===== src/psu_pkg.sv =====
// psu_pkg: shared types and constants for the PNG scanline unfilter.
// No dependencies; imported by every module of the block.
`timescale 1ns / 1ps

package psu_pkg;

    // Field widths fixed by the interface
    localparam int BYTE_W   = 8;
    localparam int FILT_W   = 3;
    localparam int BPP_W    = 4;
    localparam int RB_W     = 14;
    localparam int CFG_IDX_W = 1;
    localparam int CFG_DATA_W = 14;

    // Configuration register indexes
    localparam logic [CFG_IDX_W-1:0] CFG_BYTES_PER_PIXEL = 1'd0;
    localparam logic [CFG_IDX_W-1:0] CFG_ROW_BYTES       = 1'd1;

    // Row filter codes
    localparam logic [FILT_W-1:0] FILT_NONE  = 3'd0;
    localparam logic [FILT_W-1:0] FILT_SUB   = 3'd1;
    localparam logic [FILT_W-1:0] FILT_UP    = 3'd2;
    localparam logic [FILT_W-1:0] FILT_AVG   = 3'd3;
    localparam logic [FILT_W-1:0] FILT_PAETH = 3'd4;

    // Input transaction payload
    typedef struct packed {
        logic [BYTE_W-1:0] filtered_byte;
        logic [FILT_W-1:0] filter_type;
        logic              image_start;
    } in_t;

    // Result transaction payload
    typedef struct packed {
        logic [BYTE_W-1:0] pixel_byte;
        logic              row_last;
        logic              bad_filter;
    } out_t;

    // Classified byte handed from front to back (line store address travels beside it)
    typedef struct packed {
        logic [BYTE_W-1:0] filtered_byte;
        logic [FILT_W-1:0] row_filter;
        logic              has_left;   // column >= bytes per pixel
        logic              prior_ok;   // previous row is valid
        logic              row_last;
        logic [2:0]        bpp_idx;    // bytes per pixel minus one
    } q_entry_t;

endpackage


===== src/psu_queue.sv =====
// psu_queue: two-entry FIFO that decouples the front from the back.
// Depends on psu_pkg only by convention; payload is a flat vector.
`timescale 1ns / 1ps

module psu_queue #(
    parameter int W = 8
) (
    input  logic         aclk,
    input  logic         aresetn,
    input  logic         push,
    input  logic [W-1:0] push_data,
    output logic         full,
    input  logic         pop,
    output logic         head_valid,
    output logic [W-1:0] head_data
);
    import psu_pkg::*;

    logic [W-1:0] slot_reg [2];
    logic         wr_ptr_reg, wr_ptr_next;
    logic         rd_ptr_reg, rd_ptr_next;
    logic [1:0]   count_reg, count_next;

    assign full       = (count_reg == 2'd2);
    assign head_valid = (count_reg != 2'd0);
    assign head_data  = slot_reg[rd_ptr_reg];

    // Pointer and occupancy update
    always_comb begin
        wr_ptr_next = push ? !wr_ptr_reg : wr_ptr_reg;
        rd_ptr_next = pop  ? !rd_ptr_reg : rd_ptr_reg;
        count_next  = count_reg + 2'(push) - 2'(pop);
    end

    always_ff @(posedge aclk) begin
        if (!aresetn) begin
            wr_ptr_reg <= 1'b0;
            rd_ptr_reg <= 1'b0;
            count_reg  <= 2'd0;
        end else begin
            wr_ptr_reg <= wr_ptr_next;
            rd_ptr_reg <= rd_ptr_next;
            count_reg  <= count_next;
        end
    end

    // Payload slots, no reset
    always_ff @(posedge aclk) begin
        if (push) begin
            slot_reg[wr_ptr_reg] <= push_data;
        end
    end

endmodule


===== config.mk =====
export PLATFORM = sky130hd
export DESIGN_NAME = psu_queue
export DESIGN_NICKNAME = d
export VERILOG_FILES = /design/src/psu_pkg.sv /design/src/psu_queue.sv
export SDC_FILE = /design/constraint.sdc
export NUM_CORES = 1
export LEC_CHECK = 0
export ABC_AREA = 1
export BUFFER_PORTS_ARGS = -buffer_cell sky130_fd_sc_hd__buf_2
export CORE_MARGIN = 10
export CORE_UTILIZATION = 49
export DETAILED_ROUTE_END_ITERATION = 12
export PLACE_DENSITY = 0.83
export SLEW_MARGIN = 0
export SYNTH_ARGS = -nofsm -noshare
export SYNTH_HDL_FRONTEND = slang
export SYNTH_SLANG_ARGS = --single-unit

===== constraint.sdc =====
create_clock -name aclk -period 1.9 [get_ports aclk]
set_clock_uncertainty 0.05 [all_clocks]
set_input_delay 0.095 -clock aclk [delete_from_list [all_inputs] [get_ports aclk]]
set_output_delay 0.095 -clock aclk [all_outputs]
set_load 0.03 [all_outputs]

==> impl_metrics.yaml, run 1 <==
setup_path:
  worst-path-max-fanout: 8
  max_stage_delay_ns: 0.63
  path_buf_inv: 1
  endpoint: "head_data[2]"
  setup_crit_start_kind: "flop"
  crit_required_ns: 1.75
  critical_path_class: "flop to output pin"
  cp.depth: 2
  critical_path_arrival_ns: 1.44
  critPathTopFamily: "flip-flops"
  worst_setup_path_end_kind: "output pin"
  setup_slack_of_the_worst_register_to_register_path_ns: 0.61
  critical_path.cell_chain: "mux2_4 -> buf_2"
  critical_path.slowest_cell: "sky130_fd_sc_hd__dfxtp_1"
  r2r_start: "wr_ptr_reg"
  ff2ff_path_depth: 1
  r2r-end: "slot_reg[0][2]"
timing:
  tightest_pin_transition_ns: 0.685
  hold_violations: 0
  setup_repair_after_global_routing_missed_its_margin: "no"
  fin_crit_share_pct: 83.2
  max_freq_ghz: 0.632
  max_slew_margin_pct: 54.2
  final-setup-viol-count: 0
  fin_worst_hold_slack_ns: 0.0215
  post-route-min-period_ns: 1.58
  final.setup.tns_ns: 0
  maxSlewViolCount: 0
global_route:
  largest_net_degree_at_the_start_of_global_routing: 13
  grt_pass1_wl_um: 2060
  number_of_global_route_vias_before_repair: 486
  overflow: 0
  groute.usage.overall_pct: 7.39
  grt_antenna_before_repair: 0
layout:
  final_cells: 107
  area.growth.synth_to_final_pct: 27.7
  layout.core_utilization_pct: 68.5
  finalNetCount: 106
  layout-drive-gt1-share_pct: 36.3
  flip_flop_count_of_the_largest_register_after_layout: 16
  antenna_cells: 0
clock_tree:
  cts_resized: 0
  cts-htree-levels: 1
  cts_setup_buffers: 0
  cts_tree: "yes"
  clock_path_buffers: 2
  clk_pin_slew_worst_paths_ns: 0.11
  cts_made_buffers: 3
  holdBufCountCts: 9
  clock_tree.root_cell: "sky130_fd_sc_hd__clkbuf_4"
  clock-sinks: 21
  insertion_delay_ns: 0.29
die:
  start_util_pct: 53.7
  fp.dieArea_um2: 3760
  die_width_um: 61.3
  num_io_pins: 22
  fp-row-count: 14
  die_height_um: 61.3
  core_area_um2: 1560
hold_path:
  min_path_type: "input port to flop"
  timing.hold.worst.start: "push"
yosys:
  synth_cell_types: 10
  synthesis.area_per_instance_um2: 14.4
  synth_seq_cells: 21
  compound_gate_portion_of_the_synthesized_area_pct: 0.598
  ys_warn_count: 0
  synth_nets: 72
  yosys.area_share.simple_pct: 8.22
  multiplexer_share_of_the_synthesized_area_pct: 14.3
  post_synth_fa_ha_maj_area_fraction_pct: 2.99
  synth_seq_area_share_pct: 69.4
  synth_area_um2: 837
  synth_top_family_by_area: "multiplexers"
  synth_xor_xnor_area_share_pct: 0
  synthesis.instances: 58
route:
  viasPerCell: 4.67
  ant_nets: 0
  post-route-drc-count: 0
  wirelength_um: 1370
  detailedRoute.firstIterationViolations: 9
  dr.pass1.iters: 3
  drt-wirelength-per-cell_um: 12.8
  route.vias.total: 500
placed_design:
  post-place-cells: 94
  gp_congestion: 0.664
  place.port_buffers: 21
  dp.final_hpwl_um: 1050
run_status:
  outcome: "finished clean"
power_and_ir_drop:
  report.power.total_mw: 0.921
  p_per_area_nw_per_um2: 862
  irDropWorstVdd_uv: 493
  power.leakage_nw: 0.489
run:
  cap_viol_max_count: 0
cell usage in the layout, fill, tap and decap left out:
master                           n
sky130_fd_sc_hd__ha_1            2
sky130_fd_sc_hd__edfxtp_1       16
sky130_fd_sc_hd__nand2_1         9
sky130_fd_sc_hd__clkbuf_4        3
sky130_fd_sc_hd__nor2_1          8
sky130_fd_sc_hd__dlygate4sd3_1   9
sky130_fd_sc_hd__dfxtp_1         5
sky130_fd_sc_hd__a21oi_1         1
sky130_fd_sc_hd__mux2_4          8
sky130_fd_sc_hd__buf_2          21
sky130_fd_sc_hd__inv_1           7
sky130_fd_sc_hd__clkinv_2        1
sky130_fd_sc_hd__nand3_1         1
synthesized netlist by cell type:
cell type | count | area (um2)
sky130_fd_sc_hd__buf_6 | 1 | 11.3
sky130_fd_sc_hd__mux2_4 | 8 | 120
sky130_fd_sc_hd__nor2_1 | 8 | 30.0
sky130_fd_sc_hd__nand2_1 | 9 | 33.8
sky130_fd_sc_hd__ha_1 | 2 | 25.0
sky130_fd_sc_hd__dfxtp_1 | 5 | 100
sky130_fd_sc_hd__inv_1 | 7 | 26.3
sky130_fd_sc_hd__nand3_1 | 1 | 5.00
sky130_fd_sc_hd__a21oi_1 | 1 | 5.00
sky130_fd_sc_hd__edfxtp_1 | 16 | 480
how the worst min path moves through the flow:
stage | end | slack [ns] | cells after the start
floorplan | count_reg[0] | 0.14 | 2
global placement | slot_reg[0][6] | 0.23 | 1
detailed placement | slot_reg[0][2] | 0.24 | 1
CTS | wr_ptr_reg | 0.02 | 3
global route | flop | 0.03 | 3
finish | wr_ptr_reg | 0.02 | 3
cell families (layout without fill, tap and decap cells):
| family | after synthesis | in the layout |
|---|---|---|
| flops | 21 | 21 |
| compound gates | 1 | 1 |
| fa+ha+maj | 2 | 2 |
| buf+inv | 8 | 41 |
| mux | 8 | 8 |
| simple gates | 18 | 18 |
power by group:
group | leakage (nW) | internal (mW) | total, mW | switching [mW]
registers | 0.192 | 0.526 | 0.542 | 0.0160
logic | 0.279 | 0.0769 | 0.179 | 0.102
clock network | 0.0177 | 0.0781 | 0.201 | 0.122
metal layers:
layer | up-vias | global-route usage [%] | part of all wire [%] | routed length [um]
li1 | 263 | - | - | -
met1 | 223 | 6.46 | 40 | 547
met2 | 12 | 13.9 | 51 | 694
met3 | 2 | 3.91 | 8.3 | 114
met4 | 0 | 2.87 | 0.66 | 9
met5 | - | 0 | 0 | 0
per-stage QoR:
step           instance area (um2)  setup slack [ns]
5_1_grt                       1070             0.258
4_1_cts                       1070             0.295
2_1_floorplan                  837             0.764
3_5_place_dp                   951             0.568
3_3_place_gp                   951             0.642
6_report                      1070             0.318
cell type report:
class | instances | area, um2
sequential | 21 | 581
clock buffer | 3 | 22.5
inverter | 7 | 26.3
timing repair buffer | 30 | 195
tap | 16 | 20.0
multi-input combinational | 29 | 219
clock inverter | 1 | 5.00
fill | 105 | 490
No activity file was read; power rests on OpenSTA's default activity.
==> run 2: changes to the inputs <==
--- a/config.mk
+++ b/config.mk
@@ -8,9 +8,9 @@
 export ABC_AREA = 1
 export BUFFER_PORTS_ARGS = -buffer_cell sky130_fd_sc_hd__buf_2
 export CORE_MARGIN = 10
-export CORE_UTILIZATION = 49
+export CORE_UTILIZATION = 44
 export DETAILED_ROUTE_END_ITERATION = 12
-export PLACE_DENSITY = 0.83
+export PLACE_DENSITY = 0.79
 export SLEW_MARGIN = 0
 export SYNTH_ARGS = -nofsm -noshare
 export SYNTH_HDL_FRONTEND = slang
==> constraint.sdc (replaced) <==
create_clock -name aclk -period 1.4 [get_ports aclk]
set_clock_uncertainty 0.05 [all_clocks]
set_input_delay 0.07 -clock aclk [delete_from_list [all_inputs] [get_ports aclk]]
set_output_delay 0.07 -clock aclk [all_outputs]
set_load 0.03 [all_outputs]
==> run 2 against run 1 <==
- core utilization is 2.1 points lower
- via count rose by 5.8%
- final cell count rose by 12%
- global-route usage rose by 0.74 points
- combinational power rose by 66%
- count of clock-buffer cells in the layout grew 1
- first-iteration DRC count increased by 78%
- sequential share of layout area is 4.7 points lower
- die area rose by 7.6%
- flip-flop and latch count did not move
- setup slack worse by 0.27 ns
- largest cell class unchanged
==> impl_metrics.yaml, run 2 (synthesis gave the netlist of run 1 again) <==
setup_path:
  worst_setup_path_end_kind: "output pin"
  max_stage_delay_ns: 0.34
  endpoint: "head_data[1]"
  critical_path.cell_chain: "buf_8 -> mux2_4 -> buf_6"
  worst-path-max-fanout: 8
  setup_crit_start_kind: "flop"
  ff2ff_path_depth: 6
  critical_path_arrival_ns: 1.23
  setup_slack_of_the_worst_register_to_register_path_ns: 0.18
  critical_path.slowest_cell: "sky130_fd_sc_hd__dfxtp_2"
  r2r-end: "count_reg[1]"
  critical_path_class: "flop to output pin"
  crit_required_ns: 1.28
  r2r_start: "count_reg[0]"
clock_tree:
  cts_setup_buffers: 0
  clock_path_buffers: 2
  insertion_delay_ns: 0.29
  cts-htree-levels: 1
  clock-sinks: 21
  cts_tree: "yes"
  cts_made_buffers: 3
  clk_pin_slew_worst_paths_ns: 0.11
  clock_tree.root_cell: "sky130_fd_sc_hd__clkbuf_4"
route:
  viasPerCell: 4.41
  dr.pass1.iters: 4
  wirelength_um: 1620
  ant_nets: 0
  post-route-drc-count: 0
  drt-wirelength-per-cell_um: 13.5
  detailedRoute.firstIterationViolations: 16
  route.vias.total: 529
timing:
  setup_slack_ns: 0.0522
  post-route-min-period_ns: 1.35
  hold_violations: 0
  tightest_pin_transition_ns: 0.334
  final.setup.tns_ns: 0
  final-setup-viol-count: 0
  maxSlewViolCount: 0
  fin_crit_share_pct: 96.3
  max_freq_ghz: 0.742
  max_slew_margin_pct: 77.7
  setup_repair_after_global_routing_missed_its_margin: "yes"
layout:
  area.growth.synth_to_final_pct: 40.1
  layout.core_utilization_pct: 66.5
  layout-drive-gt1-share_pct: 36.8
  finalNetCount: 110
  mostFrequentLayoutCells: "sky130_fd_sc_hd__edfxtp_1 (16), sky130_fd_sc_hd__buf_2 (13), sky130_fd_sc_hd__dlygate4sd3_1 (11)"
  antenna_cells: 0
  flip_flop_count_of_the_largest_register_after_layout: 16
  finish.instance_area_um2: 1170
  layout_commonest_cell: "sky130_fd_sc_hd__edfxtp_1"
  fillers: 143
placed_design:
  place.port_buffers: 21
  gp_congestion: 0.693
  place_ws_ns: 0.189
  postPlaceCellArea_um2: 977
hold_path:
  worstHoldPathCells: 2
  timing.hold.worst.start: "push_data[2]"
  min_path_type: "input port to flop"
power_and_ir_drop:
  power.leakage_nw: 0.524
  p_per_area_nw_per_um2: 1110
  irDropWorstVdd_uv: 635
  report.power.total_mw: 1.30
global_route:
  number_of_global_route_vias_before_repair: 554
  grt_antenna_before_repair: 0
  overflow: 0
  grt_pass1_wl_um: 2670
  groute.usage.overall_pct: 8.13
  largest_net_degree_at_the_start_of_global_routing: 12
die:
  fp-row-count: 15
  fp.dieArea_um2: 4050
  die_width_um: 63.6
  start_util_pct: 47.4
  die_height_um: 63.6
  core_area_um2: 1760
  num_io_pins: 22
run_status:
  outcome: "finished clean"
run:
  cap_viol_max_count: 0
## run 2: metrics by stage
step	hold WS (ns)	instances
floorplan	0.113	58
global placement	0.208	105
detailed placement	0.212	105
CTS	0.436	120
global route	0.449	120
finish	0.443	120
## run 2: final cells by class
cell class | instances | area, um2 | share of cell area [%]
Multi-Input combinational cell | 29 | 219 | 18.7
Sequential cell | 21 | 582 | 49.6
Inverter | 7 | 26.3 | 2.24
Timing Repair Buffer | 34 | 288 | 24.5
Tap cell | 25 | 31.3 | 2.67
Clock buffer | 4 | 26.3 | 2.24
## run 2: repair_timing
| action | 4_1_cts | 5_1_grt |
|---|---|---|
| hold buffers | 11 | 0 |
| endpoints found under the hold margin | 21 | 0 |
| endpoints found under the setup margin | 8 | 8 |
| gates resized for setup | 4 | 20 |
## run 2: how the worst min path moves through the flow
| stage | end | slack [ns] |
|---|---|---|
| 6_report | slot_reg[0][2] | 0.44 |
| 5_1_grt | slot_reg[1][2] | 0.45 |
| 4_1_cts | slot_reg[1][2] | 0.44 |
| 3_5_place_dp | slot_reg[1][4] | 0.21 |
| 3_3_place_gp | slot_reg[1][5] | 0.21 |
| 2_1_floorplan | count_reg[0] | 0.11 |
## run 2: metal layers
layer / track usage [%] / part of all wire [%]
met3: 3.18 / 6.8
met5: 0 / 0
met1: 9.08 / 42
met4: 3.28 / 1.2
met2: 13.4 / 49
## run 2: critical path, delay by kind of cell, from the launching register on
kind	cells	cell delay [ns]
multiplexers	1	0.31
buffers and inverters	2	0.28
flip-flops	1	0.34
## run 2: where the power goes
| part | total [mW] | switching [mW] | internal [mW] |
|---|---|---|---|
| combinational | 0.297 | 0.157 | 0.141 |
| sequential | 0.729 | 0.0154 | 0.714 |
| clock | 0.278 | 0.167 | 0.111 |
| total | 1.30 | 0.339 | 0.965 |
==> run 3: changes to the inputs <==
--- a/config.mk
+++ b/config.mk
@@ -11,6 +11,7 @@
 export CORE_UTILIZATION = 44
 export DETAILED_ROUTE_END_ITERATION = 12
 export PLACE_DENSITY = 0.79
+export RECOVER_POWER = 100
 export SLEW_MARGIN = 0
 export SYNTH_ARGS = -nofsm -noshare
 export SYNTH_HDL_FRONTEND = slang
==> run 3 against run 2 <==
- combinational power down 2%
- highest routed layer unchanged
- largest power group unchanged
- wire length down 0.87%
- final cell count stayed put
- largest cell class unchanged
- critical endpoint is now head_data[5]
==> impl_metrics.yaml, run 3 (synthesis gave the netlist of run 1 again) <==
layout:
  final_cells: 120
  layout-drive-gt1-share_pct: 26.3
  area_taken_by_multi_input_logic_gates_um2: 219
  fillers: 152
  area.growth.synth_to_final_pct: 38.3
  antenna_cells: 0
  finalNetCount: 110
  flip_flop_count_of_the_largest_register_after_layout: 16
  mostFrequentLayoutCells: "sky130_fd_sc_hd__edfxtp_1 (16), sky130_fd_sc_hd__clkbuf_1 (11), sky130_fd_sc_hd__dlygate4sd3_1 (11)"
  layout_commonest_cell: "sky130_fd_sc_hd__edfxtp_1"
  layout.core_utilization_pct: 65.6
  layout.area.seq_um2: 582
die:
  fp-row-count: 15
  core_area_um2: 1760
  die_height_um: 63.6
  die_width_um: 63.6
  fp.dieArea_um2: 4050
  start_util_pct: 47.4
  num_io_pins: 22
timing:
  maxSlewViolCount: 0
  fin_crit_share_pct: 96.3
  final.setup.tns_ns: 0
  max_freq_ghz: 0.742
  post-route-min-period_ns: 1.35
  final-setup-viol-count: 0
  setup_slack_ns: 0.0524
  max_slew_margin_pct: 75.6
  setup_repair_after_global_routing_missed_its_margin: "yes"
  tightest_pin_transition_ns: 0.368
  hold_violations: 0
route:
  route.vias.total: 529
  dr.pass1.iters: 4
  detailedRoute.firstIterationViolations: 15
  drt-wirelength-per-cell_um: 13.3
  viasPerCell: 4.41
  ant_nets: 0
  wirelength_um: 1600
  post-route-drc-count: 0
clock_tree:
  cts_made_buffers: 3
  clock_tree.root_cell: "sky130_fd_sc_hd__clkbuf_4"
  clk_pin_slew_worst_paths_ns: 0.11
  insertion_delay_ns: 0.29
  clock-sinks: 21
  cts-htree-levels: 1
  clock_path_buffers: 2
  cts_tree: "yes"
hold_path:
  min_path_type: "input port to flop"
setup_path:
  worst_setup_path_end_kind: "output pin"
  setup_crit_start_kind: "flop"
  critical_path_class: "flop to output pin"
  critical_path_arrival_ns: 1.23
  crit_required_ns: 1.28
  worst-path-max-fanout: 8
global_route:
  number_of_global_route_vias_before_repair: 554
  overflow: 0
  grt_antenna_before_repair: 0
  groute.usage.overall_pct: 8.13
  largest_net_degree_at_the_start_of_global_routing: 12
  grt_pass1_wl_um: 2670
run_status:
  outcome: "finished clean"
placed_design:
  place_ws_ns: 0.189
  place.port_buffers: 21
  post-place-cells: 105
  gp_congestion: 0.693
power_and_ir_drop:
  irDropWorstVdd_uv: 639
  p_per_area_nw_per_um2: 1120
  power.leakage_nw: 0.495
run:
  cap_viol_max_count: 0
==> run 3: cell count changes in the layout (fill, tap and decap cells not counted) <==
cell                       before  now
sky130_fd_sc_hd__buf_2         13    3
sky130_fd_sc_hd__buf_4          1    0
sky130_fd_sc_hd__clkbuf_1       1   11
sky130_fd_sc_hd__clkbuf_2       0    1
==> run 3: final timing paths <==
kind,startpoint,endpoint,slack [ns],depth (start not counted)
hold / removal,push_data[2],slot_reg[0][2],0.44,2
setup reg to reg,count_reg[0],count_reg[1],0.18,6
hold reg to reg,rd_ptr_reg,flop,0.46,2
setup / recovery,flop,head_data[5],0.05,3
==> run 3: routing by layer <==
layer	part of all wire, %	vias up	routed length, um	GRT usage (%)
li1	-	268	-	-
met3	6.9	2	110	3.18
met2	50	18	799	13.4
met5	0	-	0	0
met1	42	241	671	9.08
met4	1.2	0	19	3.28
==> run 3: final cells by class <==
cell class | instances | share of cell area [%]
clock buffer | 4 | 2.27
inverter | 7 | 2.27
multi-input combinational | 29 | 18.9
sequential | 21 | 50.3
tap | 25 | 2.70
timing repair buffer | 34 | 23.6
==> run 3: stage by stage <==
| step | area, um2 | power (mW) | hold WS (ns) |
|---|---|---|---|
| 2_1_floorplan | 837 | 0.912 | 0.113 |
| 3_3_place_gp | 977 | 0.973 | 0.208 |
| 3_5_place_dp | 977 | 0.987 | 0.212 |
| 4_1_cts | 1120 | 1.29 | 0.436 |
| 5_1_grt | 1160 | 1.36 | 0.449 |
| 6_report | 1160 | 1.30 | 0.444 |
==> run 3: where the power goes <==
part           switching (mW)  internal, mW
clock network           0.166         0.111
registers              0.0154         0.714
logic                   0.157         0.133
==> run 3: what timing repair did <==
item | in CTS | in global routing
endpoints found under the setup margin | 8 | 8
buffers inserted | 0 | 0
cloned | 0 | 0
hold buffers | 11 | 0
hold endpoints to repair | 21 | 0
gates resized for setup | 4 | 20
==> run 3: critical path, cell delays in order, from the launching register on <==
cell	delay, ns
sky130_fd_sc_hd__dfxtp_2	0.34
sky130_fd_sc_hd__buf_8	0.14
sky130_fd_sc_hd__mux2_4	0.31
sky130_fd_sc_hd__buf_6	0.14
