===== src/psu_pkg.sv =====
// psu_pkg: shared types and constants for the PNG scanline unfilter.
// No dependencies; imported by every module of the block.
`timescale 1ns / 1ps

package psu_pkg;

    // Field widths fixed by the interface
    localparam int BYTE_W   = 8;
    localparam int FILT_W   = 3;
    localparam int BPP_W    = 4;
    localparam int RB_W     = 14;
    localparam int CFG_IDX_W = 1;
    localparam int CFG_DATA_W = 14;

    // Configuration register indexes
    localparam logic [CFG_IDX_W-1:0] CFG_BYTES_PER_PIXEL = 1'd0;
    localparam logic [CFG_IDX_W-1:0] CFG_ROW_BYTES       = 1'd1;

    // Row filter codes
    localparam logic [FILT_W-1:0] FILT_NONE  = 3'd0;
    localparam logic [FILT_W-1:0] FILT_SUB   = 3'd1;
    localparam logic [FILT_W-1:0] FILT_UP    = 3'd2;
    localparam logic [FILT_W-1:0] FILT_AVG   = 3'd3;
    localparam logic [FILT_W-1:0] FILT_PAETH = 3'd4;

    // Input transaction payload
    typedef struct packed {
        logic [BYTE_W-1:0] filtered_byte;
        logic [FILT_W-1:0] filter_type;
        logic              image_start;
    } in_t;

    // Result transaction payload
    typedef struct packed {
        logic [BYTE_W-1:0] pixel_byte;
        logic              row_last;
        logic              bad_filter;
    } out_t;

    // Classified byte handed from front to back (line store address travels beside it)
    typedef struct packed {
        logic [BYTE_W-1:0] filtered_byte;
        logic [FILT_W-1:0] row_filter;
        logic              has_left;   // column >= bytes per pixel
        logic              prior_ok;   // previous row is valid
        logic              row_last;
        logic [2:0]        bpp_idx;    // bytes per pixel minus one
    } q_entry_t;

endpackage


===== src/psu_front.sv =====
// psu_front: accepts filtered bytes, tracks column, row filter and row validity.
// Depends on psu_pkg; feeds the classified byte queue.
`timescale 1ns / 1ps

module psu_front #(
    parameter int MAX_ROW_BYTES = 8192,
    parameter int AW            = $clog2(MAX_ROW_BYTES)
) (
    input  logic                        aclk,
    input  logic                        aresetn,
    input  logic                        s_valid,
    output logic                        s_ready,
    input  psu_pkg::in_t                s_data,
    input  logic [psu_pkg::BPP_W-1:0]   bytes_per_pixel,
    input  logic [psu_pkg::RB_W-1:0]    row_bytes,
    input  logic                        q_full,
    output logic                        q_push,
    output psu_pkg::q_entry_t           q_entry,
    output logic [AW-1:0]               q_addr
);
    import psu_pkg::*;

    localparam int CW = $clog2(MAX_ROW_BYTES + 1);
    localparam int LW = (CW > RB_W) ? CW : RB_W;
    localparam logic [LW-1:0] MAX_L = LW'(MAX_ROW_BYTES);

    logic [AW-1:0]     col_reg, col_next;
    logic [FILT_W-1:0] rf_reg, rf_next;
    logic              pv_reg, pv_next;

    logic [LW-1:0]     rb_eff, col_l, x_l;
    logic [BPP_W-1:0]  bpp_eff;
    logic              pv_cur, last;
    logic [FILT_W-1:0] rf_cur;

    assign s_ready = !q_full;
    assign q_push  = s_valid && s_ready;

    // Clamp configuration to its legal range
    always_comb begin
        if (row_bytes == '0) begin
            rb_eff = LW'(1);
        end else if (LW'(row_bytes) > MAX_L) begin
            rb_eff = MAX_L;
        end else begin
            rb_eff = LW'(row_bytes);
        end
        if (bytes_per_pixel == '0) begin
            bpp_eff = BPP_W'(1);
        end else if (bytes_per_pixel > BPP_W'(8)) begin
            bpp_eff = BPP_W'(8);
        end else begin
            bpp_eff = bytes_per_pixel;
        end
    end

    // Column, filter and validity for the byte on the port
    always_comb begin
        col_l  = s_data.image_start ? '0 : LW'(col_reg);
        pv_cur = s_data.image_start ? 1'b0 : pv_reg;
        x_l    = (col_l >= rb_eff) ? (rb_eff - LW'(1)) : col_l;
        rf_cur = (x_l == '0) ? s_data.filter_type : rf_reg;
        last   = ((x_l + LW'(1)) >= rb_eff);

        q_addr                 = x_l[AW-1:0];
        q_entry.filtered_byte  = s_data.filtered_byte;
        q_entry.row_filter     = rf_cur;
        q_entry.has_left       = (x_l >= LW'(bpp_eff));
        q_entry.prior_ok       = pv_cur;
        q_entry.row_last       = last;
        q_entry.bpp_idx        = 3'(bpp_eff - BPP_W'(1));

        col_next = col_reg;
        rf_next  = rf_reg;
        pv_next  = pv_reg;
        if (q_push) begin
            rf_next  = rf_cur;
            col_next = last ? '0 : AW'(x_l + LW'(1));
            pv_next  = last ? 1'b1 : pv_cur;
        end
    end

    always_ff @(posedge aclk) begin
        if (!aresetn) begin
            col_reg <= '0;
            rf_reg  <= FILT_NONE;
            pv_reg  <= 1'b0;
        end else begin
            col_reg <= col_next;
            rf_reg  <= rf_next;
            pv_reg  <= pv_next;
        end
    end

endmodule


===== config.mk =====
export PLATFORM = sky130hd
export DESIGN_NAME = psu_front
export DESIGN_NICKNAME = d
export VERILOG_FILES = /design/src/psu_pkg.sv /design/src/psu_front.sv
export SDC_FILE = /design/constraint.sdc
export NUM_CORES = 1
export LEC_CHECK = 0
export ABC_CLOCK_PERIOD_IN_PS = 7300
export BUFFER_PORTS_ARGS = -buffer_cell sky130_fd_sc_hd__buf_4
export CAP_MARGIN = 20
export CORE_MARGIN = 4
export CORE_UTILIZATION = 49
export CTS_BUF_LIST = sky130_fd_sc_hd__clkbuf_16
export DETAILED_ROUTE_END_ITERATION = 8
export PLACE_DENSITY_LB_ADDON = 0.3
export SYNTH_ARGS = -nofsm -noshare
export SYNTH_HDL_FRONTEND = slang
export SYNTH_SLANG_ARGS = --single-unit

===== constraint.sdc =====
create_clock -name aclk -period 7.3 [get_ports aclk]
set_input_delay 1.095 -clock aclk [delete_from_list [all_inputs] [get_ports aclk]]
set_output_delay 1.095 -clock aclk [all_outputs]
set_load 0.01 [all_outputs]

==> metrics.cfg, run 1 <==
[synth]
syn_area_per_cell_sq_um = 7.68
yosys-top-cells-area = ha_1 17%, dfxtp_1 13%, nand2_1 6.0%
synthFlopType = dfxtp_1
synthArstFlopShare_pct = 0
synth-seq-cells = 17
synth_fa_ha_area_share_pct = 17.0
syn_inst = 335
synth_compound_area_share_pct = 21.2
synth.distinct_cells = 59
synthXorXnorAreaFrac_pct = 4.72
yosysWarnings = 0
synthSimpleGateAreaFrac_pct = 27.5
synth_mux_area_share_pct = 8.46
syn_area_sq_mm = 0.00257
synth_top_area_share_pct = 17.0
synth_area_leader_cell = ha_1
synth_nets = 404
seq_area_frac_synth_pct = 13.2
synth_edf_count = 0
synth_top_family_by_area = simple AND/OR/NAND/NOR gates

[die]
die_w_um = 80.5
die_h_um = 80.5
ios = 66
fp.coreArea_sq_mm = 0.00511
die_area_sq_mm = 0.00648
num_rows = 26
start_util_pct = 50.4

[drt]
wl_mm = 7.24
via_per_inst = 5.80
drc = 0
first_pass_iters = 4
drtAntennaViolNets = 0
drtIter0Drc = 212
vias = 2575
post_drt_wl_per_cell_um = 16.3

[sta]
finalCritPeriodShare_pct = 94.1
fin_crit_ns = 6.87
worst_slew_pin_slew_ns = 0.695
setup_viol = 0
finalWorstSetupSlack_ns = 0.432
relSlewSlack_pct = 53.1
fmax_ghz = 0.146
fin_tns_setup_ns = 0
finalHoldViolCount = 0
fin_worst_skew_ns = 0.00443
drv_slew = 0
hold_slack_ns = 0.458

[critical_path]
cp_max_fo = 15
worst-setup-path-type = in2out
path_cells = buf_4 > nor4_4 > a41o_1 > ha_1 > nor2b_1 > o21ai_0 > a21oi_1 > o21ai_1 > buf_4 > nand2_1 > o21a_1 > ha_1 > nor4b_2 > mux2i_2 > a2111oi_4 > xor2_2 > ha_1 > nand4_1 > o41ai_2 > a211o_1 > o21ai_0 > a21oi_2 > buf_4
cp_top_family = compound AO/OA/AOI/OAI gates
cp_slowest_cell = nor4_4
critPathRequiredTime_ns = 6.20
cpPeakStageDelay_ns = 0.44
critPathLaunchType = input pin
end_kind = output pin
setup.worst_path.start = row_bytes[12]
worst-path-buf-inv = 3
timing.rr.start = col_reg[12]
worstPathArrival_ns = 5.77

[worst_hold_path]
hold_path_startpoint = rf_reg[2]
hp-class = reg2reg

[global_route]
grt_pass1_wl_mm = 12.0
track_usage_pct = 23.2
first_global_vias = 2541
antenna_found_initial = 0
grt_max_degree = 16
grt_overflow = 0

[pwr]
clock_power_share_pct = 35.1
ir_drop_mv = 0.0872
swShare_pct = 31.7
switchingPower_uw = 101
finalPower_uw = 318
p_leak_nw = 1.45
p_seq_share_pct = 30.0
p_int_uw = 218
powerDensity_mw_per_mm2 = 104
power_frac_comb_pct = 34.9

[final_layout]
fin_area_sq_mm = 0.00307
fill_cells = 475
multiInputGateArea_sq_mm = 0.00206
drive_gt1_share_pct = 21.4
nNetsFinal = 444
largest_reg_flops = 13
area_growth_pct = 19.4
antenna_cells = 0
seq_area_sq_um = 340

[clocking]
clock_sinks = 17
h-tree-depth = 1
clock_path_buffers = 2
cts_tree = yes
cts_buffers = 3
clock_latency_ns = 0.25
cts_root_buf = clkbuf_16
path_clk_slew_ns = 0.05

[job]
cap_violations = 0

[placement]
place_ws_ns = 0.103
place_area_sq_mm = 0.00296
dpl.hpwl_mm = 5.98
place_congestion = 0.948
io_buffers = 49

[status]
outcome = finished, final reports clean

## worst register-to-register path: stages, from the launching register on
cell	delay, ns
dfxtp_1	0.32
nor2b_1	0.33
ha_1	0.30
nor2b_1	0.13
o21ai_1	0.31
o21ai_1	0.20
buf_4	0.24
nand2_1	0.08
o21a_1	0.19
ha_1	0.23
nor4b_2	0.25
mux2i_2	0.18
a2111oi_4	0.35
xor2_2	0.19
ha_1	0.26
nand4_1	0.09
o41ai_2	0.10
a2111oi_0	0.53
a21oi_2	0.17
nor2_1	0.31
and2_1	0.37
a22o_1	0.20
## layout make-up
class / instances / area share, %
clock buffer: 3 / 2.44
clock inverter: 1 / 0.244
inverter: 24 / 2.93
multi-input combinational: 274 / 67.0
sequential: 17 / 11.1
tap: 70 / 2.85
timing repair buffer: 55 / 13.4
## per-layer routing
metal  vias to the layer above  GRT usage (%)  part of all wire (%)
li1                       1294              -                     -
met4                         0           5.24                   1.9
met2                        73           39.0                    48
met3                        10           4.04                   5.2
met1                      1198           30.6                    45
met5                         -              0                     0
## worst paths after layout
kind / end / slack [ns] / cells after the start
setup reg to reg: col_reg[12] / 1.91 / 21
setup / recovery: q_entry[3] / 0.43 / 23
hold / removal: rf_reg[2] / 0.46 / 2
hold reg to reg: rf_reg[2] / 0.46 / 2
## stage by stage
step	utilization, %	instances
CTS	59.6	444
global placement	58.0	440
detailed placement	58.0	440
floorplan	-	335
finish	60.2	444
global route	60.2	444
## placed cells by master (no fill, tap or decap), types with 4 or more instances in the layout
| cell | count |
|---|---|
| and3_1 | 5 |
| inv_2 | 4 |
| nor2b_1 | 16 |
| o21ai_1 | 6 |
| o21a_1 | 4 |
| a22oi_1 | 5 |
| xor2_1 | 4 |
| mux2i_1 | 14 |
| o211ai_1 | 4 |
| nand2b_1 | 10 |
| o21ai_0 | 6 |
| ha_1 | 35 |
| xnor2_1 | 8 |
| inv_1 | 20 |
| nand2_1 | 41 |
| a211oi_1 | 5 |
| nor2_1 | 20 |
| nor3_1 | 8 |
| mux2_2 | 5 |
| a22o_1 | 8 |
| buf_4 | 55 |
| nand4_1 | 5 |
| a21oi_1 | 11 |
| dfxtp_1 | 17 |
## repair_timing
| item | CTS | global route |
|---|---|---|
| hold buffers | 0 | 0 |
| buffers inserted | 0 | 0 |
| setup endpoints to repair | 0 | 1 |
| resized for setup | 0 | 5 |
## power groups by stage
stage               combinational (mW)  clock (mW)  sequential [mW]
finish                           0.111       0.112           0.0957
global route                     0.124       0.119           0.0958
CTS                              0.109       0.114           0.0956
detailed placement               0.108           0           0.0976
floorplan                       0.0695           0           0.0973
global placement                 0.108           0           0.0976
## logic make-up after synthesis
group	after synthesis
xor+xnor	13
buf+inv	44
mux	21
simple gates	132
compound gates	73
fa+ha+maj	35
flops	17
## synth_stat cells, types with 5 or more instances
cell and n:
inv_1 20, nor3_1 8, nand4_1 5, nor2_1 20
mux2_2 5, clkbuf_1 6, a22oi_1 5, nand2b_1 10
and3_1 5, nand2_1 41, ha_1 35, buf_4 10
a22o_1 8, xnor2_1 8, o21ai_0 6, a21oi_1 12
a211oi_1 5, mux2i_1 15, dfxtp_1 17, nor2b_1 16
o21ai_1 6
(Power assumes the default switching activity.)
==> run 2, diff against run 1 <==
--- a/config.mk
+++ b/config.mk
@@ -5,11 +5,11 @@
 export SDC_FILE = /design/constraint.sdc
 export NUM_CORES = 1
 export LEC_CHECK = 0
-export ABC_CLOCK_PERIOD_IN_PS = 7300
+export ABC_CLOCK_PERIOD_IN_PS = 8000
 export BUFFER_PORTS_ARGS = -buffer_cell sky130_fd_sc_hd__buf_4
 export CAP_MARGIN = 20
 export CORE_MARGIN = 4
-export CORE_UTILIZATION = 49
+export CORE_UTILIZATION = 59
 export CTS_BUF_LIST = sky130_fd_sc_hd__clkbuf_16
 export DETAILED_ROUTE_END_ITERATION = 8
 export PLACE_DENSITY_LB_ADDON = 0.3
==> constraint.sdc (replaced) <==
create_clock -name aclk -period 8 [get_ports aclk]
set_input_delay 1.2 -clock aclk [delete_from_list [all_inputs] [get_ports aclk]]
set_output_delay 1.2 -clock aclk [all_outputs]
set_load 0.01 [all_outputs]
==> run 2 against run 1 <==
  * Count of clock-buffer cells in the layout unchanged
  * Sequential power is 8.8% lower
  * Cell area is 2.3% lower
  * Critical endpoint unchanged
  * Largest cell class unchanged
  * Highest routed layer unchanged
==> metrics.cfg, run 2 (synthesized netlist as in run 1, its figures left out) <==
[clocking]
clock_sinks = 17  ; unchanged
cts_tree = yes
cts_root_buf = clkbuf_16
path_clk_slew_ns = 0.05  ; about the same
clock_path_buffers = 2  ; unchanged
cts_buffers = 3  ; unchanged
h-tree-depth = 1  ; unchanged
clock_latency_ns = 0.25  ; about the same

[global_route]
grt_overflow = 0  ; unchanged
antenna_found_initial = 0  ; unchanged
grt_max_degree = 16  ; unchanged
grt_pass1_wl_mm = 11.6  ; -3.2%
track_usage_pct = 26.7  ; +3.6 points
first_global_vias = 2548  ; +0.28%

[critical_path]
setup.worst_path.start = row_bytes[5]
timing.rr.start = col_reg[2]
critPathLaunchType = input pin
path_cells = buf_4 > nor4_4 > a41o_1 > ha_1 > nor2b_1 > o21ai_0 > a21oi_1 > o21ai_1 > buf_4 > nand2_1 > o21a_1 > ha_1 > nor4b_1 > mux2i_1 > a2111oi_4 > xor2_2 > ha_1 > nand4_1 > o41ai_1 > a211o_1 > o21ai_0 > a21oi_1 > buf_4
worstPathArrival_ns = 6.37  ; +0.60 ns
end_kind = output pin
cp_top_family = compound AO/OA/AOI/OAI gates
worst-path-buf-inv = 3  ; unchanged
cp_max_fo = 15  ; unchanged
worst-setup-path-type = in2out
cp_slowest_cell = nor4_4
cpPeakStageDelay_ns = 0.45  ; about the same
critPathRequiredTime_ns = 6.80  ; +0.60 ns

[die]
num_rows = 23  ; -12%
fp.coreArea_sq_mm = 0.00412  ; -19%
start_util_pct = 62.5  ; +12 points
die_area_sq_mm = 0.00548  ; -15%
die_w_um = 74.0  ; -8.0%
ios = 66  ; unchanged
die_h_um = 74.0  ; -8.0%

[placement]
place_area_sq_mm = 0.00291  ; -1.9%
place_congestion = 0.995  ; +4.9%
io_buffers = 49  ; unchanged
dpl.hpwl_mm = 5.77  ; -3.6%

[sta]
hold_slack_ns = 0.453  ; -0.00510 ns
grt_setup_unrepaired = false
fmax_ghz = 0.132
drv_slew = 0  ; unchanged
finalHoldViolCount = 0  ; unchanged
relSlewSlack_pct = 58.3  ; +5.2 points
fin_tns_setup_ns = 0  ; unchanged
setup_viol = 0  ; unchanged
fin_worst_skew_ns = 0.00196  ; -0.00247 ns
worst_slew_pin_slew_ns = 0.617  ; -0.0773 ns
fin_crit_ns = 7.57
finalCritPeriodShare_pct = 94.6

[final_layout]
fill_cells = 339  ; -29%
antenna_cells = 0  ; unchanged
fin_area_sq_mm = 0.00300  ; -2.3%
multiInputGateArea_sq_mm = 0.00205  ; -0.61%
layout_common_cells = 51 x buf_4, 41 x nand2_1, 35 x ha_1
final_common_cell = buf_4
largest_reg_flops = 13  ; unchanged
seq_area_sq_um = 340  ; unchanged
nNetsFinal = 440  ; -0.90%
drive_gt1_share_pct = 19.2  ; -2.2 points
area_growth_pct = 16.6

[drt]
wl_mm = 7.25  ; +0.14%
vias = 2680  ; +4.1%
drc = 0  ; unchanged
post_drt_wl_per_cell_um = 17.3  ; +5.9%
drtIter0Drc = 234  ; +10%
first_pass_iters = 5  ; +1
drtAntennaViolNets = 0  ; unchanged
via_per_inst = 6.38  ; +10%

[worst_hold_path]
hp-class = reg2reg
hold_path_startpoint = rf_reg[1]

[pwr]
powerDensity_mw_per_mm2 = 96.5  ; -6.9%
p_leak_nw = 1.43  ; -0.96%
ir_drop_mv = 0.102  ; +17%

[job]
cap_violations = 0  ; unchanged

[status]
outcome = finished, final reports clean

==> run 2: metrics by stage <==
stage | power [mW] | utilization [%] | cells | setup WS (ns)
2_1_floorplan | 0.152 | - | 335 | 0.689
3_3_place_gp | 0.184 | 70.6 | 416 | 0.561
3_5_place_dp | 0.186 | 70.6 | 416 | 0.376
4_1_cts | 0.287 | 72.5 | 420 | 0.335
5_1_grt | 0.304 | 72.9 | 420 | 0.00119
6_report | 0.290 | 72.9 | 420 | 0.429
==> run 2: area by class of cell <==
type                    instances  share of cell area [%]
inverters                      24                    3.00
clock buffers                   3                    2.50
flip-flops and latches         17                    11.3
well taps                      50                    2.08
multi-input cells             274                    68.2
clock inverters                 1                   0.125
repair buffers                 51                    12.8
==> run 2: path summary, 6_finish.rpt <==
kind	slack (ns)	cells after the start	to
setup / recovery	0.43	23	q_entry[3]
hold / removal	0.45	2	rf_reg[1]
setup reg to reg	2.36	24	col_reg[7]
hold reg to reg	0.45	2	rf_reg[1]
==> run 2: report_power, final <==
group / internal (mW) / switching, mW
Clock: 0.0665 / 0.0350
Sequential: 0.0864 / 0.000896
Combinational: 0.0438 / 0.0569
Total: 0.197 / 0.0928
==> run 2: per-layer routing <==
layer / vias up / global-route usage (%) / wire [um]
met2: 140 / 46.5 / 3490
met5: - / 0 / 0
li1: 1290 / - / -
met4: 0 / 7.04 / 114
met3: 18 / 4.05 / 549
met1: 1232 / 34.4 / 3100
==> run 2: worst register-to-register path, stage by stage, from the launching register on <==
cell and delay, ns:
dfxtp_1 0.31, nand2_1 0.12, inv_1 0.09, ha_1 0.29, a211oi_1 0.23, o21ai_0 0.13, a21oi_1 0.33, o21ai_1 0.14
buf_4 0.23, nand2_1 0.09, o21a_1 0.21, ha_1 0.24, nor4b_1 0.25, mux2i_1 0.24, a2111oi_4 0.38, xor2_2 0.12
ha_1 0.31, nand4_1 0.08, o41ai_1 0.45, a211o_1 0.17, o21ai_0 0.09, a21oi_1 0.31, nor2_1 0.17, and2_1 0.31
a22o_1 0.27
==> run 2: what timing repair did <==
| action | CTS | global route |
|---|---|---|
| resized for setup | 0 | 2 |
| setup buffers | 0 | 0 |
| hold buffers | 0 | 0 |
| endpoints found under the setup margin | 0 | 1 |
==> run 3, diff against run 2 <==
--- a/config.mk
+++ b/config.mk
@@ -6,10 +6,10 @@
 export NUM_CORES = 1
 export LEC_CHECK = 0
 export ABC_CLOCK_PERIOD_IN_PS = 8000
-export BUFFER_PORTS_ARGS = -buffer_cell sky130_fd_sc_hd__buf_4
+export BUFFER_PORTS_ARGS = -buffer_cell sky130_fd_sc_hd__buf_2
 export CAP_MARGIN = 20
 export CORE_MARGIN = 4
-export CORE_UTILIZATION = 59
+export CORE_UTILIZATION = 50
 export CTS_BUF_LIST = sky130_fd_sc_hd__clkbuf_16
 export DETAILED_ROUTE_END_ITERATION = 8
 export PLACE_DENSITY_LB_ADDON = 0.3
==> run 3 against run 2 <==
  * Combinational power decreased by 9%
  * Fmax grew 0.12%
  * First-iteration DRC count is 34% lower
  * Largest power group is now the clock network
  * Core utilization down 13 points
  * Routed wire length shrank 5.2%
  * Clock skew increased by 0.00065 ns
  * Worst hold slack better by 0.0052 ns
  * Sequential share of layout area up 0.35 points
  * Highest routed layer unchanged
  * Global-route usage is 4.8 points lower
  * Via count shrank 3.7%
  * Sequential power about the same
==> metrics.cfg, run 3 (synthesized netlist as in run 1, its figures left out) <==
[critical_path]
path_cells = buf_2 > nor4_4 > a41o_1 > ha_1 > nor2b_1 > o21ai_0 > a21oi_1 > o21ai_1 > buf_4 > nand2_1 > o21a_1 > ha_1 > nor4b_1 > mux2i_1 > a2111oi_4 > xor2_2 > ha_1 > nand4_1 > o41ai_1 > a211o_1 > o21ai_0 > a21oi_2 > buf_2
critPathRequiredTime_ns = 6.80  ; about the same
cpPeakStageDelay_ns = 0.46  ; about the same
cp_top_family = compound AO/OA/AOI/OAI gates
cp_max_fo = 15  ; unchanged
cp_slowest_cell = o41ai_1
end_kind = output pin
critPathLaunchType = input pin
worst-path-buf-inv = 3  ; unchanged
worstPathArrival_ns = 6.36  ; about the same
cpMostUsedCell = ha_1
worst-setup-path-type = in2out

[sta]
fin_worst_skew_ns = 0.00261  ; +0.000647 ns
finalCritPeriodShare_pct = 94.5  ; -0.12 points
fin_crit_ns = 7.56  ; -0.00940 ns
setup_viol = 0  ; unchanged
fmax_ghz = 0.132  ; +0.12%
fin_tns_setup_ns = 0  ; unchanged
finalHoldViolCount = 0  ; unchanged
drv_slew = 0  ; unchanged
relSlewSlack_pct = 55.2  ; -3.2 points
grt_setup_unrepaired = false
worst_slew_pin_slew_ns = 0.664  ; +0.0467 ns

[drt]
first_pass_iters = 5  ; unchanged
post_drt_wl_per_cell_um = 15.7  ; -9.1%
wl_mm = 6.87  ; -5.2%
drc = 0  ; unchanged
via_per_inst = 5.89  ; -7.6%
drtIter0Drc = 155  ; -34%
drtAntennaViolNets = 0  ; unchanged
vias = 2582  ; -3.7%

[pwr]
clock_power_share_pct = 34.8  ; -0.2 points
p_seq_share_pct = 31.8  ; +1.6 points
switchingPower_uw = 85.9  ; -7.4%
p_int_uw = 190  ; -3.6%
swShare_pct = 31.2  ; -0.88 points
power_frac_comb_pct = 33.4  ; -1.4 points
powerDensity_mw_per_mm2 = 94.7  ; -1.8%
ir_drop_mv = 0.102  ; -0.28%
p_leak_nw = 1.41  ; -1.5%

[status]
outcome = finished, final reports clean

[final_layout]
largest_reg_flops = 13  ; unchanged
final_common_cell = buf_2
drive_gt1_share_pct = 19.7  ; +0.49 points
fill_cells = 454  ; +34%
antenna_cells = 0  ; unchanged
nNetsFinal = 441  ; +0.23%
layout_common_cells = 49 x buf_2, 41 x nand2_1, 35 x ha_1
post_layout_nonfiller_instances = 438  ; +4.3%
area_growth_pct = 13.1

[clocking]
clock_path_buffers = 2  ; unchanged
cts_buffers = 3  ; unchanged
h-tree-depth = 1  ; unchanged
ctsHoldBuffers = 0  ; unchanged
clock_sinks = 17  ; unchanged
path_clk_slew_ns = 0.05  ; about the same
cts_tree = yes
clock_latency_ns = 0.24  ; about the same
cts_root_buf = clkbuf_16

[global_route]
grt_pass1_wl_mm = 11.3  ; -2.6%
antenna_found_initial = 0  ; unchanged
grt_max_degree = 16  ; unchanged
track_usage_pct = 22.0  ; -4.8 points
grt_overflow = 0  ; unchanged
first_global_vias = 2396  ; -6.0%

[die]
die_area_sq_mm = 0.00636  ; +16%
ios = 66  ; unchanged
die_w_um = 79.7  ; +7.7%
start_util_pct = 53.1  ; -9.5 points
fp.coreArea_sq_mm = 0.00485  ; +18%
die_h_um = 79.7  ; +7.7%
num_rows = 25  ; +8.7%

[placement]
place_congestion = 0.939  ; -5.6%
dp_cells = 433  ; +4.1%
io_buffers = 49  ; unchanged
dpl.hpwl_mm = 5.76  ; about the same

[worst_hold_path]
hp-class = reg2reg

[job]
cap_violations = 0  ; unchanged

==> run 3: cell types whose count changed in the layout (fill, tap and decap cells not counted), sizes merged <==
cell,before,now
buf,51,52
==> run 3: final timing paths <==
path | slack, ns | end | depth (start not counted) | start
worst max-delay path | 0.44 | q_entry[3] | 23 | row_bytes[9]
worst min-delay path | 0.46 | rf_reg[0] | 2 | rf_reg[0]
worst min register to register | 0.46 | rf_reg[0] | 2 | rf_reg[0]
worst max register to register | 2.43 | col_reg[7] | 24 | col_reg[2]
==> run 3: what timing repair did <==
item / 4_1_cts / 5_1_grt
setup endpoints to repair: 0 / 1
buffers inserted: 0 / 1
gates resized for setup: 0 / 3
==> run 3: stage by stage <==
stage	cell area [sq um]	power [mW]	hold WS, ns	setup slack (ns)	util [%]
after floorplan	2570	0.152	0.431	0.689	-
after global placement	2800	0.178	0.440	0.525	57.8
after detailed placement	2800	0.179	0.452	0.206	57.8
after CTS	2880	0.276	0.461	0.171	59.5
after global routing	2910	0.293	0.475	0.0355	60.1
final	2910	0.276	0.459	0.439	60.1
==> run 3: layout make-up <==
type / instances / area (sq um) / area share [%]
repair buffers: 52 / 268 / 9.20
clock inverters: 1 / 3.75 / 0.129
well taps: 67 / 83.8 / 2.88
flip-flops and latches: 17 / 340 / 11.7
clock buffers: 3 / 75.1 / 2.58
multi-input cells: 274 / 2050 / 70.4
inverters: 24 / 90.1 / 3.09
==> run 3: worst reg2reg max path: cells and delay by family (launching register included) <==
kind	cells	cell delay, ns
compound gates	11	2.61
xor+xnor	1	0.13
fa+ha+maj	3	0.84
buf+inv	2	0.32
flops	1	0.31
mux	1	0.26
simple gates	6	1.00
==> run 3: power groups by stage <==
stage	sequential, mW	combinational [mW]	clock, mW
after floorplan	0.0888	0.0634	0
after global placement	0.0890	0.0891	0
after detailed placement	0.0891	0.0898	0
after CTS	0.0875	0.0904	0.0983
after global routing	0.0875	0.104	0.102
final	0.0876	0.0921	0.0960
==> run 3: per-layer routing <==
| metal | vias to the layer above | global-route usage (%) | wire length [um] |
|---|---|---|---|
| met2 | 120 | 37.0 | 3180 |
| met5 | - | 0 | 0 |
| met3 | 14 | 3.84 | 529 |
| met4 | 0 | 3.89 | 127 |
| met1 | 1156 | 29.6 | 3040 |
| li1 | 1292 | - | - |
